==> src/nlb_pkg.sv <==
// Shared types, codes and byte helpers for the newline line buffer.
package nlb_pkg;

   // Request opcodes
   localparam logic OP_APPEND = 1'b0;
   localparam logic OP_POP    = 1'b1;

   // Result status codes
   localparam logic [1:0] ST_OK       = 2'd0;
   localparam logic [1:0] ST_FULL     = 2'd1;
   localparam logic [1:0] ST_NO_LINE  = 2'd2;
   localparam logic [1:0] ST_TOO_LONG = 2'd3;

   // Byte constants
   localparam logic [7:0] NL_BYTE = 8'h0A;

   // Output limit register
   localparam int          LIMIT_W     = 7;
   localparam logic [6:0] LIMIT_MAX   = 7'd65;
   localparam logic [6:0] LIMIT_RESET = 7'd65;

   typedef struct packed {
      logic       command;
      logic [7:0] data_byte;
      logic       chunk_last;
   } req_type;

   typedef struct packed {
      logic [1:0] status;
      logic [7:0] out_byte;
      logic       byte_valid;
      logic       last;
   } rsp_type;

   // Controller to datapath commands
   typedef struct packed {
      logic       append;
      logic       scan_start;
      logic       scan;
      logic       emit_start;
      logic       emit;
      logic       put_result;
      logic [1:0] result_code;
      logic       emit_byte;
      logic       commit;
   } nlb_cmd_type;

   // Datapath to controller status
   typedef struct packed {
      logic nl_hit;
      logic too_long;
      logic keep_zero;
      logic scan_end;
      logic byte_ready;
      logic emit_last;
   } nlb_stat_type;

   // Space, tab, newline, vertical tab, form feed, carriage return
   function automatic logic is_ws(input logic [7:0] b);
      return (b == 8'h20) || ((b >= 8'h09) && (b <= 8'h0D));
   endfunction

endpackage

==> src/nlb_ram.sv <==
// Generic simple dual-port RAM with registered read.
module nlb_ram #(
   parameter int WIDTH = 8,
   parameter int DEPTH = 64
) (
   input  logic                     clock,
   input  logic                     wr_en,
   input  logic [$clog2(DEPTH)-1:0] wr_addr,
   input  logic [WIDTH-1:0]         wr_data,
   input  logic [$clog2(DEPTH)-1:0] rd_addr,
   output logic [WIDTH-1:0]         rd_data
);

   logic [WIDTH-1:0] mem_ff [DEPTH];
   logic [WIDTH-1:0] rd_data_ff;

   always_ff @(posedge clock) begin
      if (wr_en) begin
         mem_ff[wr_addr] <= wr_data;
      end
      rd_data_ff <= mem_ff[rd_addr];
   end

   assign rd_data = rd_data_ff;

endmodule

==> src/nlb_ctrl.sv <==
// Sequencing state machine for append, line scan and line emission.
module nlb_ctrl
   import nlb_pkg::*;
(
   input  logic         clock,
   input  logic         reset,
   input  logic         start,
   input  logic         req_command,
   input  nlb_stat_type stat,
   output nlb_cmd_type  cmd,
   output logic         busy
);

   localparam logic [1:0] S_IDLE = 2'd0;
   localparam logic [1:0] S_SCAN = 2'd1;
   localparam logic [1:0] S_EMIT = 2'd2;

   logic [1:0] state_ff;
   logic [1:0] state_in;

   // Next state and commands
   always_comb begin
      cmd      = '0;
      state_in = state_ff;
      unique case (state_ff)
         S_IDLE: begin
            if (start) begin
               if (req_command == OP_APPEND) begin
                  cmd.append = 1'b1;
               end else begin
                  cmd.scan_start = 1'b1;
                  state_in       = S_SCAN;
               end
            end
         end
         S_SCAN: begin
            cmd.scan = 1'b1;
            if (stat.nl_hit) begin
               if (stat.too_long) begin
                  cmd.put_result  = 1'b1;
                  cmd.result_code = ST_TOO_LONG;
                  state_in        = S_IDLE;
               end else if (stat.keep_zero) begin
                  // whole line is whitespace: one empty result
                  cmd.put_result  = 1'b1;
                  cmd.result_code = ST_OK;
                  cmd.commit      = 1'b1;
                  state_in        = S_IDLE;
               end else begin
                  cmd.emit_start = 1'b1;
                  state_in       = S_EMIT;
               end
            end else if (stat.scan_end) begin
               cmd.put_result  = 1'b1;
               cmd.result_code = ST_NO_LINE;
               state_in        = S_IDLE;
            end
         end
         S_EMIT: begin
            cmd.emit = 1'b1;
            if (stat.byte_ready) begin
               cmd.emit_byte = 1'b1;
               if (stat.emit_last) begin
                  cmd.commit = 1'b1;
                  state_in   = S_IDLE;
               end
            end
         end
         default: begin
            state_in = S_IDLE;
         end
      endcase
   end

   always_ff @(posedge clock) begin
      if (reset) begin
         state_ff <= S_IDLE;
      end else begin
         state_ff <= state_in;
      end
   end

   assign busy = (state_ff != S_IDLE);

endmodule

==> src/nlb_dp.sv <==
// Datapath: circular byte store, counters, scan/emit read pipeline, result register.
module nlb_dp
   import nlb_pkg::*;
#(
   parameter int CAPACITY = 64
) (
   input  logic               clock,
   input  logic               reset,
   input  nlb_cmd_type        cmd,
   input  req_type            req_payload,
   input  logic               csr_valid,
   input  logic [LIMIT_W-1:0] csr_data,
   output nlb_stat_type       stat,
   output logic               rsp_strobe,
   output rsp_type            rsp_payload
);

   localparam int AW   = $clog2(CAPACITY);
   localparam int CW   = $clog2(CAPACITY + 1);
   localparam int SW   = CW + 1;
   localparam int CMPW = CW + 8;

   // Sum of a position below CAPACITY and an offset up to CAPACITY, folded back into range
   function automatic logic [AW-1:0] wrap_pos(input logic [SW-1:0] s);
      logic [SW-1:0] t;
      t = (s >= SW'(CAPACITY)) ? s - SW'(CAPACITY) : s;
      return t[AW-1:0];
   endfunction

   logic [AW-1:0]      head_ff,     head_in;
   logic [CW-1:0]      stored_ff,   stored_in;
   logic [CW-1:0]      staged_ff,   staged_in;
   logic               overflow_ff, overflow_in;
   logic [LIMIT_W-1:0] limit_ff,    limit_in;
   logic [CW-1:0]      rd_idx_ff,   rd_idx_in;
   logic               rd_vld_ff,   rd_vld_in;
   logic [CW-1:0]      rd_tag_ff,   rd_tag_in;
   logic [CW-1:0]      keep_ff,     keep_in;
   logic [CW-1:0]      len_ff,      len_in;
   logic               strobe_ff,   strobe_in;
   rsp_type            rsp_ff,      rsp_in;

   logic [CW-1:0]      fill;
   logic               room;
   logic               wr_en;
   logic [AW-1:0]      wr_addr;
   logic [AW-1:0]      rd_addr;
   logic [7:0]         ram_q;
   logic [CW-1:0]      issue_lim;
   logic               issue;
   logic [CW-1:0]      len_now;
   logic [CW-1:0]      len_use;
   logic [LIMIT_W-1:0] limit_eff;

   // Byte store
   nlb_ram #(
      .WIDTH (8),
      .DEPTH (CAPACITY)
   ) u_ram (
      .clock   (clock),
      .wr_en   (wr_en),
      .wr_addr (wr_addr),
      .wr_data (req_payload.data_byte),
      .rd_addr (rd_addr),
      .rd_data (ram_q)
   );

   // Append write position behind committed and staged bytes
   assign fill    = stored_ff + staged_ff;
   assign room    = (fill < CW'(CAPACITY));
   assign wr_en   = cmd.append && room;
   assign wr_addr = wrap_pos(SW'(head_ff) + SW'(fill));

   // Read issue for scan and emit passes
   assign issue_lim = cmd.emit ? keep_ff : stored_ff;
   assign issue     = (cmd.scan || cmd.emit) && (rd_idx_ff < issue_lim);
   assign rd_addr   = wrap_pos(SW'(head_ff) + SW'(rd_idx_ff));

   assign len_now   = rd_tag_ff + CW'(1);
   assign limit_eff = (limit_ff > LIMIT_MAX) ? LIMIT_MAX : limit_ff;

   // Status to controller
   always_comb begin
      stat.nl_hit     = rd_vld_ff && (ram_q == NL_BYTE);
      stat.too_long   = (CMPW'(rd_tag_ff) + CMPW'(2)) > CMPW'(limit_eff);
      stat.keep_zero  = (keep_ff == '0);
      stat.scan_end   = !rd_vld_ff && (rd_idx_ff == stored_ff);
      stat.byte_ready = rd_vld_ff;
      stat.emit_last  = rd_vld_ff && (len_now == keep_ff);
   end

   // Length of the line being removed
   assign len_use = (cmd.scan && stat.nl_hit) ? len_now : len_ff;

   // Next-state logic
   always_comb begin
      head_in     = head_ff;
      stored_in   = stored_ff;
      staged_in   = staged_ff;
      overflow_in = overflow_ff;
      limit_in    = limit_ff;
      rd_idx_in   = issue ? rd_idx_ff + CW'(1) : rd_idx_ff;
      rd_vld_in   = issue;
      rd_tag_in   = rd_idx_ff;
      keep_in     = keep_ff;
      len_in      = len_ff;
      strobe_in   = 1'b0;
      rsp_in      = rsp_ff;

      if (csr_valid) begin
         limit_in = csr_data;
      end

      // Append: stage the byte, settle the chunk on its last byte
      if (cmd.append) begin
         if (room) begin
            staged_in = staged_ff + CW'(1);
         end else begin
            overflow_in = 1'b1;
         end
         if (req_payload.chunk_last) begin
            strobe_in         = 1'b1;
            rsp_in.out_byte   = '0;
            rsp_in.byte_valid = 1'b0;
            rsp_in.last       = 1'b1;
            if (overflow_ff || !room) begin
               rsp_in.status = ST_FULL;
            end else begin
               rsp_in.status = ST_OK;
               stored_in     = stored_ff + staged_ff + CW'(1);
            end
            staged_in   = '0;
            overflow_in = 1'b0;
         end
      end

      // Scan: track the last non-whitespace byte and the newline position
      if (cmd.scan && rd_vld_ff) begin
         if (!is_ws(ram_q)) begin
            keep_in = len_now;
         end
         if (stat.nl_hit) begin
            len_in = len_now;
         end
      end

      if (cmd.scan_start) begin
         rd_idx_in = '0;
         rd_vld_in = 1'b0;
         keep_in   = '0;
      end
      if (cmd.emit_start) begin
         rd_idx_in = '0;
         rd_vld_in = 1'b0;
      end

      // Single-result outcomes
      if (cmd.put_result) begin
         strobe_in         = 1'b1;
         rsp_in.status     = cmd.result_code;
         rsp_in.out_byte   = '0;
         rsp_in.byte_valid = 1'b0;
         rsp_in.last       = 1'b1;
      end

      // Line bytes
      if (cmd.emit_byte) begin
         strobe_in         = 1'b1;
         rsp_in.status     = ST_OK;
         rsp_in.out_byte   = ram_q;
         rsp_in.byte_valid = 1'b1;
         rsp_in.last       = stat.emit_last;
      end

      // Remove the line from the store
      if (cmd.commit) begin
         head_in   = wrap_pos(SW'(head_ff) + SW'(len_use));
         stored_in = stored_ff - len_use;
      end
   end

   always_ff @(posedge clock) begin
      if (reset) begin
         head_ff     <= '0;
         stored_ff   <= '0;
         staged_ff   <= '0;
         overflow_ff <= 1'b0;
         limit_ff    <= LIMIT_RESET;
         rd_idx_ff   <= '0;
         rd_vld_ff   <= 1'b0;
         keep_ff     <= '0;
         strobe_ff   <= 1'b0;
      end else begin
         head_ff     <= head_in;
         stored_ff   <= stored_in;
         staged_ff   <= staged_in;
         overflow_ff <= overflow_in;
         limit_ff    <= limit_in;
         rd_idx_ff   <= rd_idx_in;
         rd_vld_ff   <= rd_vld_in;
         keep_ff     <= keep_in;
         strobe_ff   <= strobe_in;
      end
      rd_tag_ff <= rd_tag_in;
      len_ff    <= len_in;
      rsp_ff    <= rsp_in;
   end

   assign rsp_strobe  = strobe_ff;
   assign rsp_payload = rsp_ff;

endmodule

==> src/newline_line_buffer.sv <==
// Top level of the newline-delimited line buffer.
//
// A transaction is taken when start is high and busy is low. An append never
// raises busy; the byte marked chunk_last yields one result in the following
// cycle. A pop walks the circular store through the RAM's registered read port,
// one byte per cycle: once the scan reaches a line's newline, its kept bytes
// stream out one per cycle, read through the same port. When the store holds no
// newline the scan covers every committed byte. Each result appears on rsp_payload
// for exactly one cycle with rsp_strobe high, one register after the decision; the
// receiver must take it then. The output limit register is written through
// csr_valid/csr_ready and should only be changed while the block is idle.
module newline_line_buffer
   import nlb_pkg::*;
#(
   parameter int CAPACITY = 64
) (
   input  logic               clock,
   input  logic               reset,
   input  logic               start,
   output logic               busy,
   input  req_type            req_payload,
   output logic               rsp_strobe,
   output rsp_type            rsp_payload,
   input  logic               csr_valid,
   output logic               csr_ready,
   input  logic [LIMIT_W-1:0] csr_data
);

   nlb_cmd_type  cmd;
   nlb_stat_type stat;
   logic         csr_wr;

   // Register port always accepts
   assign csr_ready = 1'b1;
   assign csr_wr    = csr_valid && csr_ready;

   nlb_ctrl u_ctrl (
      .clock       (clock),
      .reset       (reset),
      .start       (start),
      .req_command (req_payload.command),
      .stat        (stat),
      .cmd         (cmd),
      .busy        (busy)
   );

   nlb_dp #(
      .CAPACITY (CAPACITY)
   ) u_dp (
      .clock       (clock),
      .reset       (reset),
      .cmd         (cmd),
      .req_payload (req_payload),
      .csr_valid   (csr_wr),
      .csr_data    (csr_data),
      .stat        (stat),
      .rsp_strobe  (rsp_strobe),
      .rsp_payload (rsp_payload)
   );

endmodule
==> config.mk <==
export PLATFORM = sky130hd
export DESIGN_NAME = newline_line_buffer
export DESIGN_NICKNAME = d
export VERILOG_FILES = /design/src/nlb_pkg.sv /design/src/nlb_ram.sv /design/src/nlb_ctrl.sv /design/src/nlb_dp.sv /design/src/newline_line_buffer.sv
export SDC_FILE = /design/constraint.sdc
export NUM_CORES = 1
export LEC_CHECK = 0
export BUFFER_PORTS_ARGS = -buffer_cell sky130_fd_sc_hd__buf_2
export CAP_MARGIN = 30
export CORE_UTILIZATION = 65
export DETAILED_ROUTE_END_ITERATION = 16
export HOLD_SLACK_MARGIN = 0.12
export PLACE_DENSITY = 0.82
export SKIP_CTS_REPAIR_TIMING = 1
export SYNTH_ARGS = -nofsm -noshare
export SYNTH_HDL_FRONTEND = slang
export SYNTH_HIERARCHICAL = 1
export SYNTH_SLANG_ARGS = --single-unit
==> constraint.sdc <==
create_clock -name clock -period 9.9 [get_ports clock]
set_clock_uncertainty 0.15 [all_clocks]
set_input_delay 0.495 -clock clock [delete_from_list [all_inputs] [get_ports clock]]
set_output_delay 0.495 -clock clock [all_outputs]
set_load 0.05 [all_outputs]
Word-level counts from Yosys, hierarchy flattened
Memory sizes are Yosys's and may differ from the RTL's. A register that Yosys moved wholly into a read port is not among the register bits.
Cells that the tools add are included.
{"block": "totals", "output_inout_bits": 15, "latchBits": 0, "reg_bits": 72, "rom_bits": 0, "memories": 1, "mem_bits_rw": 512, "input_bits": 21}
{"name": "u_dp.u_ram.mem_ff", "words": 64, "word_bits": 8, "rd": 1, "rd_ports_with_merged_regs": 1, "write_ports": 1, "line": "nlb_ram.sv:14", "text": "logic [WIDTH-1:0] mem_ff [DEPTH];"}
{"block": "op_classes", "n_div": 0, "n_addsub": 13, "mul": 0, "reduce_logical": 33, "eq_ne": 13, "bitwise_logic": 1, "muxes": 55, "magnitude_cmp": 9, "n_shift": 0}
{"cell": "7-bit two-way mux", "count": 9}
{"cell": "12-bit two-way mux", "count": 3}
{"cell": "7-bit by 1-bit adder with 7-bit output, second input constant", "count": 4}
{"cell": "6-bit by 7-bit adder with 8-bit output", "count": 3}
{"cell": "8-bit by 7-bit >= comparator with 1-bit output, second input constant", "count": 3}
{"cell": "2-bit two-way mux", "count": 12}
{"cell": "1-bit two-way mux", "count": 20}
{"cell": "6-bit two-way mux", "count": 3}
{"cell": "6-bit by 1-bit subtractor with 6-bit output, second input constant", "count": 3}
{"cell": "15-bit by 7-bit > comparator with 1-bit output", "count": 1}
{"cell": "3-bit two-way mux", "count": 5}
{"cell": "7-bit == test", "count": 2}
{"cell": "2-bit != test, second input constant", "count": 6}
{"cell": "2-bit AND reduction", "count": 6}
{"cell": "2-bit nonzero test", "count": 6}
{"cell": "10-bit two-way mux", "count": 1}
{"cell": "7-bit by 2-bit adder with 8-bit output, second input constant", "count": 1}
{"cell": "8-bit by 4-bit == test with 1-bit output, second input constant", "count": 1}
{"cell": "8-bit by 6-bit == test with 1-bit output, second input constant", "count": 1}
{"cell": "8-bit by 4-bit >= comparator with 1-bit output, second input constant", "count": 1}
{"cell": "8-bit by 4-bit <= comparator with 1-bit output, second input constant", "count": 1}
{"cell": "1-bit logical AND", "count": 8}
{"cell": "7-bit adder", "count": 1}
{"cell": "7-bit > comparator, second input constant", "count": 1}
{"cell": "18 further kinds", "count": 22}

Depth between registers and ports, before layout
Gate-level depths: netlist (run 1).
{"block": "logic_depth", "ltp_word": 11, "depth_mapped": 17, "mapped_depth_nobuf": 16}

Modules after synthesis
The synthesis (run 1) kept the hierarchy.
{"module": "nlb_ram", "seq_area_each_um2": 15534.9, "area_per_inst_um2": 20166.8, "cells_per_inst": 940, "instances": 1}
{"module": "nlb_dp", "seq_area_each_um2": 1561.5, "area_per_inst_um2": 4742.0, "cells_per_inst": 524, "instances": 1}
{"module": "nlb_ctrl", "seq_area_each_um2": 40.0, "area_per_inst_um2": 272.8, "cells_per_inst": 34, "instances": 1}
{"module": "newline_line_buffer", "seq_area_each_um2": 0.0, "area_per_inst_um2": 11.3, "cells_per_inst": 2, "instances": 1}

Worst setup path after synthesis (run 1)
Ideal clock, no wire load.
{"block": "synth_path", "kind": "register -> register", "startpoint": "register u_dp.staged_ff[0]", "endpoint": "memory u_dp.u_ram.mem_ff[48][0] (enable)", "setup_slack_ps": 5819, "required_time_ps": 9367, "arrival_time_ps": 3547, "path_stages_with_launch": 14, "setup_time_ps": 383, "path_cell_list": "dfxtp_1 > ha_1 > inv_1 > fa_1 > xnor2_1 > ha_1 > a21oi_1 > o21bai_1 > a21oi_1 > xnor2_1 > xnor2_1 > nor2b_1 > nand4b_1 > nor3_1"}
{"element": "from (decl)", "line": "nlb_dp.sv:32", "text": "logic [CW-1:0] staged_ff, staged_in;"}
{"element": "from (signal assigned)", "line": "nlb_dp.sv:196", "text": "staged_ff <= staged_in;"}
{"element": "7-bit adder *", "line": "nlb_dp.sv:69", "text": "assign fill = stored_ff + staged_ff;"}
{"element": "6-bit by 7-bit adder with 8-bit output *", "line": "nlb_dp.sv:72", "text": "assign wr_addr = wrap_pos(SW'(head_ff) + SW'(fill));"}
{"element": "8-bit by 7-bit >= comparator with 1-bit output or 6-bit by 1-bit subtractor with 6-bit output (tied branches)", "line": "nlb_dp.sv:26", "text": "t = (s >= SW'(CAPACITY)) ? s - SW'(CAPACITY) : s;"}
{"element": "6-bit two-way mux *", "line": "nlb_dp.sv:26"}
{"element": "named net u_dp.wr_addr[5]", "line": "nlb_dp.sv:46", "text": "logic [AW-1:0] wr_addr;"}
{"element": "to (decl)", "line": "nlb_ram.sv:14"}
Mark *: on every way through the listed nets, which the timed path passes. The rest lies on a longest branch.

Worst setup path in the final report (run 1)
{"block": "layout_path", "startpoint": "register u_dp.staged_ff[0]", "endpoint": "memory u_dp.u_ram.mem_ff[48][1] (enable)"}
The elaborated chain is that of the path after synthesis.

==> reports/metrics.cfg, run 1 <==
[sta]
clock.fmax_mhz = 187
period_share = 0.541
finalSetupViolCount = 0
slew_viol_final = 0
relSlewSlack = 0.289
rsz0062_at_grt = false
tightest_slew_ps = 1060
min_period_ps = 5360
hold_viol = 0
setup-tns-final_ps = 0

[logic_synthesis]
synthFlopType = edfxtp_1
synth_most_common_cell = edfxtp_1
ys_types = 78
synth_top_area_share = 0.629
netlist.top_cell.by_area = edfxtp_1
synth_edf_count = 528
syn_inst = 1500
seq_area_frac_synth = 0.680
syn-mean-instance-area_sq_um = 16.8
synth_area_sq_um = 25200
synthesis.nets = 1575
yosysWarnings = 6
synthArstFlopShare = 0
synth_seq_cells = 592
synth_common_cells = edfxtp_1, mux4_2, nor2_1, dfxtp_1, nand2_1
synthTopCellsByArea = edfxtp_1, mux4_2, dfxtp_1, ha_1, mux2i_1

[grt]
grt_usage = 0.307
antenna_found_initial = 0
grt_overflow_total = 0
grt_pass1_wl_microns = 86900
grt_max_degree = 65
grt_pass1_vias = 13900

[floorplan]
die_w_microns = 199
dieArea_sq_um = 39500
core-area_sq_um = 37900
fp.dieH_microns = 199
start_util = 0.664
rows = 71
pin_count = 36

[final_layout]
final_layout_size_suffix_gt1_frac = 0.193
area_growth_pct = 10.4
nets = 1631
antenna_cells = 0
post-route-util = 0.733

[routing]
vias = 14400
wire_per_inst_microns = 27.7
vias_per_cell = 6.81
drt-pass1-iter-count = 5
ant_nets = 0
drtIter0Drc = 2000
drc = 0
totalWireLength_microns = 58500

[run_status]
status = finished clean

[clock_tree]
clk_latency_ps = 630
cts.clk_slew.worst_paths_ps = 60
cts.sink_count = 592
cts_made_buffers = 57
clock_path_buffers = 3
cts_max_level = 2
cts-root-buf = clkbuf_16
cts_tree = yes

[critical_path]
startpoint_type = flip-flop
arrival_ps = 5430
cpPeakStageDelay_ps = 940
path_cells = ha_1 -> inv_1 -> fa_1 -> xnor2_1 -> ha_1 -> a21oi_1 -> o21bai_1 -> a21oi_1 -> xnor2_1 -> xnor2_1 -> nor2b_1 -> nand4b_1 -> nor3_1
critPathKind = flip-flop to flip-flop
rrSetupSlack_ps = 4540
crit_top_cell = xnor2_1
required_ps = 9970
slowest_stage = nor3_1
crit_path_max_fanout = 8
endpoint_kind = flip-flop

[power_and_ir_drop]
p_per_area_nw_per_um2 = 187
cellLeakagePower_uw = 0.00898
peakVddDrop_mv = 0.155

[placement]
hpwl_microns = 34800
port_buffers = 34
place.gp.congestion = 0.917

[hold_path]
hold_path_class = input port to flip-flop

[flow_run]
cap_violations = 0

## state kept, by name, summed over array words and instances, names as in the netlist, 2 cells and up
register            cells
u_ctrl/state_ff         2
u_dp/head_ff            6
u_dp/keep_ff            7
u_dp/len_ff             7
u_dp/limit_ff           7
u_dp/rd_idx_ff          7
u_dp/rd_tag_ff          7
u_dp/rsp_payload       12
u_dp/staged_ff          7
u_dp/stored_ff          7
u_dp/u_ram/mem_ff     512
u_dp/u_ram/rd_data      8
## where the power goes
group	switching, uW	internal (uW)	leakage [uW]
clock network	928	1280	0.000923
logic	166	78.5	0.00279
registers	14.7	2740	0.00527
total	1110	4100	0.00898
## worst max-delay path, delay by kind of cell, from the launching register on
family / cells / cell delay (ps)
fa+ha+maj: 3 / 970
simple gates: 3 / 1540
buf+inv: 1 / 60
compound gates: 3 / 500
flops: 1 / 470
xor+xnor: 3 / 1290
## kinds of logic (layout without fill, tap and decap cells)
| kind of cell | Yosys count | in the layout | share of synthesized area |
|---|---|---|---|
| adder cells (fa/ha/maj) | 54 | 54 | 0.0283 |
| AND/OR/NAND/NOR | 337 | 337 | 0.0662 |
| AO/OA/AOI/OAI | 173 | 173 | 0.0473 |
| XOR/XNOR | 46 | 46 | 0.0160 |
| other | 1 | 1 | 0.000149 |
| multiplexers | 194 | 194 | 0.141 |
| flip-flops | 592 | 592 | 0.680 |
| buffers and inverters | 103 | 205 | 0.0213 |
## worst paths after layout
| check | start | end | cells after the start |
|---|---|---|---|
| worst max-delay path | u_dp/staged_ff[0] | u_dp/u_ram/mem_ff[48][1] | 13 |
| worst min-delay path | csr_valid | u_dp/limit_ff[0] | 3 |
| worst max register to register | u_dp/staged_ff[0] | u_dp/u_ram/mem_ff[48][1] | 13 |
| worst min register to register | u_dp/rd_idx_ff[6] | u_dp/rd_tag_ff[6] | 0 |
## cells in the final DEF (no fill, tap or decap), drive strengths merged, types with 36 or more instances in the layout
cell	count
edfxtp	528
mux4	126
dfxtp	64
mux2i	50
inv	36
nand2	59
clkbuf	73
nor2	120
buf	53
a21oi	40
ha	49
## stage by stage
step | hold slack [ps] | instance area [sq um] | total power (uW) | worst slack [ps] | cells
floorplan | 234 | 25200 | 2950 | 5820 | 1500
global placement | 275 | 25800 | 3030 | 5000 | 1996
detailed placement | 282 | 25800 | 3040 | 4720 | 1996
CTS | -61.2 | 27700 | 5220 | 4640 | 2101
global route | 135 | 27800 | 5330 | 4300 | 2113
finish | 151 | 27800 | 5200 | 4540 | 2113
## cell type report
cell class | instances | area [sq um]
Timing Repair Buffer | 63 | 450
Tap cell | 511 | 639
Multi-Input combinational cell | 805 | 7550
Fill cell | 2158 | 10100
Clock inverter | 33 | 362
Sequential cell | 592 | 17100
Clock buffer | 72 | 1530
Inverter | 37 | 141
## per-layer routing
layer,vias to the layer above,GRT usage,share of wire
met4,0,0.106,0.035
met1,7235,0.436,0.38
li1,6059,-,-
met3,157,0.0682,0.11
met5,-,0,0
met2,940,0.477,0.47
Note: power is estimated with default switching activity, not from simulation.
==> run 2: changes to the inputs <==
Settings changed: CORE_UTILIZATION 65 to 57, PLACE_DENSITY 0.82 to 0.76.
Clock period 9.9 ns to 4.9 ns, I/O delays scaled along.
==> reports/metrics.cfg, run 2 (synthesis results as in run 1) <==
[run_status]
status = finished clean  ; unchanged

[clock_tree]
cts_tree = yes  ; unchanged
cts_made_buffers = 56  ; was 57
clk_latency_ps = 630  ; about the same
cts_max_level = 2  ; unchanged
cts.clk_slew.worst_paths_ps = 60  ; about the same
cts.sink_count = 592  ; unchanged
clock_path_buffers = 3  ; unchanged
cts-root-buf = clkbuf_16  ; unchanged

[critical_path]
crit_path_max_fanout = 8  ; unchanged
critPathBufInv = 2  ; was 1
crit_family = simple AND/OR/NAND/NOR gates  ; unchanged
slowest_stage = nor2_1  ; was nor3_1
critPathKind = flip-flop to flip-flop  ; unchanged
endpoint_kind = flip-flop  ; unchanged
startpoint_type = flip-flop  ; unchanged
required_ps = 5000  ; was 9970 ps
timing.rr.start = u_dp/staged_ff[0]  ; unchanged
path_cells = ha_1 -> inv_1 -> fa_1 -> nand2b_1 -> a21oi_1 -> xor2_1 -> ha_1 -> a21oi_1 -> xnor2_1 -> xnor2_1 -> buf_4 -> or3_1 -> nor2_1  ; was ha_1 -> inv_1 -> fa_1 -> xnor2_1 -> ha_1 -> a21oi_1 -> o21bai_1 -> a21oi_1 -> xnor2_1 -> xnor2_1 -> nor2b_1 -> nand4b_1 -> nor3_1
crit_start = u_dp/staged_ff[0]  ; unchanged
cpPeakStageDelay_ps = 740  ; was 940 ps
arrival_ps = 4700  ; was 5430 ps

[grt]
top_usage_layer = met2  ; unchanged
antenna_found_initial = 0  ; unchanged
grt_overflow_total = 0  ; unchanged
met3_usage = 0.0434  ; was 0.0682
grt_use_met1 = 0.383  ; was 0.436
use_met2 = 0.416  ; was 0.477
grt_usage = 0.266  ; was 0.307
grt_pass1_vias = 14200  ; was 13,900
grt_pass1_wl_microns = 87400  ; was 86,900 microns
grt_max_degree = 65  ; unchanged

[floorplan]
rows = 76  ; was 71
fp.dieH_microns = 212  ; was 199 microns
core-area_sq_um = 43400  ; was 37,900 sq um
pin_count = 36  ; unchanged
die_w_microns = 212  ; was 199 microns
dieArea_sq_um = 45000  ; was 39,500 sq um
start_util = 0.581  ; was 0.664

[power_and_ir_drop]
cellLeakagePower_uw = 0.00948  ; was 0.00898 uW
p_seq_frac = 0.522  ; was 0.529
power_frac_clock = 0.429  ; was 0.424
p_per_area_nw_per_um2 = 371  ; was 187 nW/um^2
p_int_uw = 8400  ; was 4100 uW
power.switching_uw = 2250  ; was 1110 uW
peakVddDrop_mv = 0.300  ; was 0.155 mV
switching_share = 0.211  ; was 0.213
total_power_uw = 10700  ; was 5200 uW
combPwrFrac = 0.048  ; was 0.047

[routing]
wire_per_inst_microns = 25.4  ; was 27.7 microns
vias = 14300  ; was 14,400
drc = 0  ; unchanged
totalWireLength_microns = 58000  ; was 58,500 microns
drt-pass1-iter-count = 6  ; was 5
ant_nets = 0  ; unchanged
drtIter0Drc = 1726  ; was 2,000
vias_per_cell = 6.27  ; was 6.81

[placement]
place_area_sq_um = 26500  ; was 25,800 sq um
hpwl_microns = 36600  ; was 34,800 microns
port_buffers = 34  ; unchanged
place_ws_ps = 374  ; was 4720 ps
dp_cells = 2152  ; was 1,996
place.gp.congestion = 0.889  ; was 0.917

[final_layout]
area_growth_pct = 14.1  ; was 10.4%
fillers = 2839  ; was 2,158
layout_commonest_cell = edfxtp_1  ; unchanged
largest-register = u_dp/u_ram/mem_ff  ; unchanged
regArea_sq_um = 17100  ; unchanged
postLayoutCellArea_sq_um = 28700  ; was 27,800 sq um
multiInputGateArea_sq_um = 7550  ; unchanged
fin_cells = 2282  ; was 2,113
final_layout_size_suffix_gt1_frac = 0.226  ; was 0.193
largest_register_ff_count = 512  ; unchanged
final_cell_mix = edfxtp_1, mux4_2, nor2_1, buf_4, dfxtp_1  ; was edfxtp_1, mux4_2, nor2_1, dfxtp_1, nand2_1
antenna_cells = 0  ; unchanged
nets = 1726  ; was 1,631

[sta]
min_period_ps = 4600  ; was 5360 ps
setup_slack_ps = 302  ; was 4540 ps
tightest_slew_ps = 1020  ; was 1060 ps
finalSetupViolCount = 0  ; unchanged
setup-tns-final_ps = 0  ; unchanged
clock.fmax_mhz = 217  ; was 187 MHz
hold_viol = 0  ; unchanged
slew_viol_final = 0  ; unchanged
rsz0062_at_grt = false  ; unchanged
period_share = 0.938  ; was 0.541
relSlewSlack = 0.313  ; was 0.289

[hold_path]
hold_path_class = input port to flip-flop  ; unchanged
hp-start = req_payload[2]  ; was csr_valid

[flow_run]
cap_violations = 0  ; unchanged

## run 2: metal layers
metal  vias up  part of all wire  routed length, microns
met2       676              0.47                   27500
met5         -                 0                       0
met1      7308              0.41                   24000
met4         0             0.027                    1560
li1       6229                 -                       -
met3       101             0.084                    4880
## run 2: path summary, 6_finish.rpt
| check | end | slack [ps] | cells past startpoint |
|---|---|---|---|
| min reg2reg | u_dp/rd_tag_ff[6] | 270 | 0 |
| max reg2reg | u_dp/u_ram/mem_ff[7][6] | 300 | 13 |
| max | u_dp/u_ram/mem_ff[7][6] | 300 | 13 |
| min | u_dp/u_ram/mem_ff[13][1] | 160 | 2 |
## run 2: final cells by class
class / count / area share
Sequential cell: 592 / 0.596
Multi-Input combinational cell: 805 / 0.263
Clock buffer: 67 / 0.0502
Timing Repair Buffer: 159 / 0.0427
Tap cell: 585 / 0.0255
Clock inverter: 37 / 0.0178
Inverter: 37 / 0.00492
## run 2: metrics by stage
stage                util  hold slack, ps
floorplan               -             194
global placement    0.611             268
detailed placement  0.611             268
CTS                 0.657            -305
global route        0.663             162
finish              0.663             158
## run 2: power by group through the flow
stage	Sequential (uW)	Clock (uW)	Combinational, uW
global route	5560	4830	554
detailed placement	5670	0	492
finish	5560	4570	516
floorplan	5720	0	249
CTS	5560	4620	494
global placement	5670	0	482
